## src/rtl/core/skf_pkg.sv

```systemverilog
// skf_pkg: shared constants and the controller-to-datapath command type
// for the scalar kalman filter. no dependencies.
package skf_pkg;

   localparam int unsigned FRAC_BITS = 24;
   localparam int unsigned GAIN_W    = FRAC_BITS + 1;
   localparam int unsigned DIV_STEPS = GAIN_W;
   localparam int unsigned CNT_W     = $clog2(DIV_STEPS);

   localparam logic [GAIN_W-1:0] ONE_Q24 = GAIN_W'(1) << FRAC_BITS;

   localparam logic [31:0] RESET_PROCESS_NOISE     = 32'd33554;
   localparam logic [31:0] RESET_MEASUREMENT_NOISE = 32'd838861;
   localparam logic [31:0] RESET_VARIANCE          = 32'd16777216;

   localparam int unsigned CSR_INDEX_W = 2;
   localparam logic [CSR_INDEX_W-1:0] CSR_PROCESS_NOISE     = 2'd0;
   localparam logic [CSR_INDEX_W-1:0] CSR_MEASUREMENT_NOISE = 2'd1;

   typedef struct packed {
      logic load;       // capture measurement, form predicted variance
      logic prep;       // denominator, difference, divider init
      logic div_step;   // one restoring division step
      logic div_first;  // first step shifts in the low bit of p1
      logic mul1;       // gain fixup, low partial product, variance product
      logic mul2;       // high partial product
      logic sum;        // combine partial products into correction
      logic update;     // commit state and load result register
   } skf_cmd_type;

endpackage

```

## src/rtl/core/skf_ctrl.sv

```systemverilog
// skf_ctrl: sequencing state machine for the scalar kalman filter.
// depends on skf_pkg; drives skf_datapath through skf_cmd_type.
module skf_ctrl (
   input  logic                 clock,
   input  logic                 reset,
   input  logic                 req_valid,
   output logic                 req_ready,
   output logic                 rsp_valid,
   input  logic                 rsp_ready,
   output skf_pkg::skf_cmd_type cmd
);
   import skf_pkg::*;

   typedef enum logic [2:0] {
      S_IDLE,
      S_PREP,
      S_DIV,
      S_MUL1,
      S_MUL2,
      S_SUM,
      S_UPD
   } state_type;

   localparam logic [CNT_W-1:0] LAST_CNT = CNT_W'(DIV_STEPS - 1);

   state_type        state_ff;
   logic [CNT_W-1:0] cnt_ff;
   logic             rsp_valid_ff;
   logic             out_free;

   assign out_free  = !rsp_valid_ff || rsp_ready;
   assign req_ready = (state_ff == S_IDLE);
   assign rsp_valid = rsp_valid_ff;

   always_comb begin
      cmd           = '0;
      cmd.load      = (state_ff == S_IDLE) && req_valid;
      cmd.prep      = (state_ff == S_PREP);
      cmd.div_step  = (state_ff == S_DIV);
      cmd.div_first = (state_ff == S_DIV) && (cnt_ff == LAST_CNT);
      cmd.mul1      = (state_ff == S_MUL1);
      cmd.mul2      = (state_ff == S_MUL2);
      cmd.sum       = (state_ff == S_SUM);
      cmd.update    = (state_ff == S_UPD) && out_free;
   end

   always_ff @(posedge clock) begin
      if (reset) begin
         state_ff     <= S_IDLE;
         cnt_ff       <= '0;
         rsp_valid_ff <= 1'b0;
      end else begin
         if (cmd.update) begin
            rsp_valid_ff <= 1'b1;
         end else if (rsp_ready) begin
            rsp_valid_ff <= 1'b0;
         end

         unique case (state_ff)
            S_IDLE: begin
               if (req_valid) state_ff <= S_PREP;
            end
            S_PREP: begin
               cnt_ff   <= LAST_CNT;
               state_ff <= S_DIV;
            end
            S_DIV: begin
               cnt_ff <= cnt_ff - CNT_W'(1);
               if (cnt_ff == '0) state_ff <= S_MUL1;
            end
            S_MUL1: state_ff <= S_MUL2;
            S_MUL2: state_ff <= S_SUM;
            S_SUM:  state_ff <= S_UPD;
            S_UPD: begin
               // hold until the result register is free
               if (out_free) state_ff <= S_IDLE;
            end
            default: state_ff <= S_IDLE;
         endcase
      end
   end

endmodule

```

## config.mk

```make
export PLATFORM = sky130hd
export DESIGN_NAME = skf_ctrl
export DESIGN_NICKNAME = d
export VERILOG_FILES = /design/src/rtl/core/skf_pkg.sv /design/src/rtl/core/skf_ctrl.sv
export SDC_FILE = /design/constraint.sdc
export NUM_CORES = 1
export LEC_CHECK = 0
export BUFFER_PORTS_ARGS = -buffer_cell sky130_fd_sc_hd__buf_2
export CORE_MARGIN = 1
export CORE_UTILIZATION = 35
export DETAILED_ROUTE_END_ITERATION = 7
export MAX_ROUTING_LAYER = met4
export PLACE_DENSITY = 0.66
export SETUP_SLACK_MARGIN = 0.05
export SLEW_MARGIN = 10
export SYNTH_ARGS = -nofsm -noshare
export SYNTH_HDL_FRONTEND = slang
export SYNTH_SLANG_ARGS = --single-unit
```

## constraint.sdc

```tcl
create_clock -name clock -period 1.3 [get_ports clock]
set_input_delay 0.065 -clock clock [delete_from_list [all_inputs] [get_ports clock]]
set_output_delay 0.065 -clock clock [all_outputs]
set_load 0.005 [all_outputs]
```

==> summary.txt <==
Run status
  • Status: complete, but fails checks
  • Failing checks: negative setup slack

Logic synthesis
  • Count leader, synth: dfxtp_1
  • Syn Nets: 64
  • Post-synth ARST share: 0
  • Synth Instances: between 50 and 60
  • Synth Area in Compound Gates: 0.216
  • Post-synthesis xor/xnor area fraction: 0
  • Largest area contributor in the netlist: dfxtp_1
  • Register area share after synthesis: 0.365
  • Synth warnings: 0
  • Yosys reg bits: 9
  • Synth area leaders: dfxtp_1 (37%), a21oi_1 (7.1%), nor3_1 (5.1%)
  • Top post-synthesis cells by count: dfxtp_1 (9), a21oi_1 (7), nor3_1 (5)
  • Distinct cells, synth: 28
  • Mapped Area: 493 sq um
  • EDFF count, synth: 0
  • Main combinational cell family by area after synthesis: simple AND/OR/NAND/NOR gates
  • Main synth FF type: dfxtp_1
  • Average size of a mapped cell: approximately 8.4 sq um
  • Post-Synth Adder-Cell Area: 0.0254
  • Simple-Gate Fraction of Synth Area: 0.274
  • Share of Yosys cell area claimed by the top area cell type: 0.365
  • Mux contribution to synthesized area: 0.0508

Drt
  • ANT nets after route: 0
  • Starting DRC count in detailed routing: 8
  • Final wirelength: 1400 um
  • Pre-Repair DR Iteration Count: 4
  • Via density: ~5.3
  • Via Count: 562
  • DR WL/cell: 13.2 um
  • DRC viols: 0

Timing
  • Fin Hold WS: 0.0703 ns
  • Setup-failing EPs final: 8
  • Pins Over Slew Limit: 0
  • Fmax: between 700 and 800 MHz
  • Tmin final: 1.42 ns
  • Fin. Hold Viols: 0
  • Period utilization: 1.09
  • RSZ-0062 raised after global routing: true
  • Worst-Margin Slew: 0.266 ns
  • Clock skew: 0.000381 ns
  • Relative slew slack: 0.821
  • TNS Setup: -0.560 ns
  • Setup WS post-layout: -0.123 ns

Placed design
  • Post-DP Area: approximately 630 sq um
  • Dpl hpwl: 735 um
  • Placed insts: 94
  • IO buf count: 13
  • RePlAce Congestion: 0.752

Clock network
  • Cts hold-fix bufs: 0
  • CTS tree: yes
  • Root Buffer: clkbuf_4
  • Num Clock Sinks: 9
  • Maximum clock insertion buffer count: 2
  • Clk_lat worst skew: 0.27 ns
  • H-tree levels: 1
  • CTS clock-pin slew for the worst setup and hold paths: 0.06 ns
  • Total CTS buffers: 3

Layout
  • Ant. Diodes: 0
  • Area Growth Syn to Fin: 70.1%
  • Fillers: slightly above 100
  • Final Cell Area: ~840 sq um
  • Fin cells: about 110
  • Layout cell share with drive strength beyond 1: 0.626
  • Nets@finish: between 90 and 100

Floorplanning
  • # IOs: 14
  • Die W: 39.5 um
  • Die area: between 0.0015 and 0.002 sq mm
  • Core area: 0.00130 sq mm
  • Die height: 39.5 um
  • Cell Rows: 13
  • Starting density of the core: 0.379

Setup path
  • Maximum net fanout on the critical path: 2
  • Setup Crit Path Kind: flip-flop to flip-flop
  • CP endpoint kind: flip-flop
  • Worst path required time: 1.49 ns
  • CP Launch Type: flip-flop
  • WP data arrival: 1.61 ns

GRT
  • Overflow after GRT: 0
  • Largest net degree at the start of global routing: 10
  • GRT Util Overall: 0.193
  • Vias in the first global route: about 440
  • Global-route wire length before repair: 1840 um
  • Initial antenna violation count: 0

Power
  • Clock share of power: 0.237
  • Gate power share: 0.411
  • Worst VDD drop: 0.000662 V
  • PD cells: 1120 mW/mm^2
  • Total power: 0.941 mW
  • NetSw: roughly 0.30 mW
  • Leakage: 0.365 nW
  • Seq pwr share: 0.352
  • Net Sw Frac: 0.314
  • Power Internal: 0.645 mW

Min path
  • HP Class: input pin to flip-flop

Run
  • Maximum capacitance violations: 0
## repair_timing
action / in CTS / in global routing
pin swaps: 7 / 8
buffers inserted: 7 / 2
gates resized for setup: 18 / 12
setup endpoints to repair: 9 / 15
## placed cells by master, fill, tap and decap left out, drive strengths merged
cell	n
a211oi	2
a21oi	7
a311oi	1
a31o	1
a41oi	1
and2	1
and3	1
buf	30
clkbuf	4
dfxtp	9
ha	1
inv	6
mux2	1
mux2i	1
nand2	4
nand2b	2
nand3	2
nor2	3
nor2b	2
nor3	5
nor3b	1
o21ai	1
o21ba	2
or3b	3
## path summary, 6_finish.rpt
path | startpoint | endpoint | slack [ns] | cells after the start
min reg2reg | cnt_ff[4] | cnt_ff[4] | 0.49 | 2
max reg2reg | state_ff[0] | cnt_ff[2] | -0.12 | 4
max | state_ff[0] | cnt_ff[2] | -0.12 | 4
min | reset | cnt_ff[0] | 0.07 | 2
## power by group through the flow
stage	sequential [mW]	clock [mW]	combinational (mW)
finish	0.331	0.223	0.387
global route	0.333	0.241	0.419
CTS	0.329	0.231	0.326
detailed placement	0.336	0	0.254
global placement	0.334	0	0.253
floorplan	0.336	0	0.156
## area by class of cell
class | count | area [sq um] | area share
timing repair buffer | 30 | 235 | 0.281
sequential | 9 | 183 | 0.218
multi-input combinational | 42 | 345 | 0.412
inverter | 6 | 30.0 | 0.0358
tap | 15 | 18.8 | 0.0224
clock buffer | 4 | 26.3 | 0.0313
## stage by stage
stage               setup WS (ns)  utilization
floorplan                 -0.0387            -
global placement          0.00982        0.488
detailed placement         0.0206        0.488
CTS                        -0.101        0.591
global route               -0.172        0.644
finish                     -0.123        0.644
## kinds of logic (layout without fill, tap and decap cells)
| group | after synthesis | after routing |
|---|---|---|
| compound gates | 15 | 15 |
| fa+ha+maj | 1 | 1 |
| buf+inv | 8 | 40 |
| flops | 9 | 9 |
| mux | 2 | 2 |
| simple gates | 24 | 24 |
## critical path: stages, from the launching register on
cell,delay (ns)
dfxtp_2,0.32
or3b_4,0.43
buf_6,0.14
mux2_4,0.29
a211oi_2,0.17
## state kept, by name, summed over array words and instances (netlist names)
signal and flops:
cnt_ff 5, rsp_valid 1, state_ff 3
## metal layers
layer / wire length (um) / vias to the layer above / track usage
li1: - / 277 / -
met1: 619 / 271 / 0.237
met2: 707 / 10 / 0.262
met3: 44 / 4 / 0.0682
met4: 29 / 0 / 0.129
met5: 0 / - / -
Note: power is estimated with default switching activity, not from simulation.
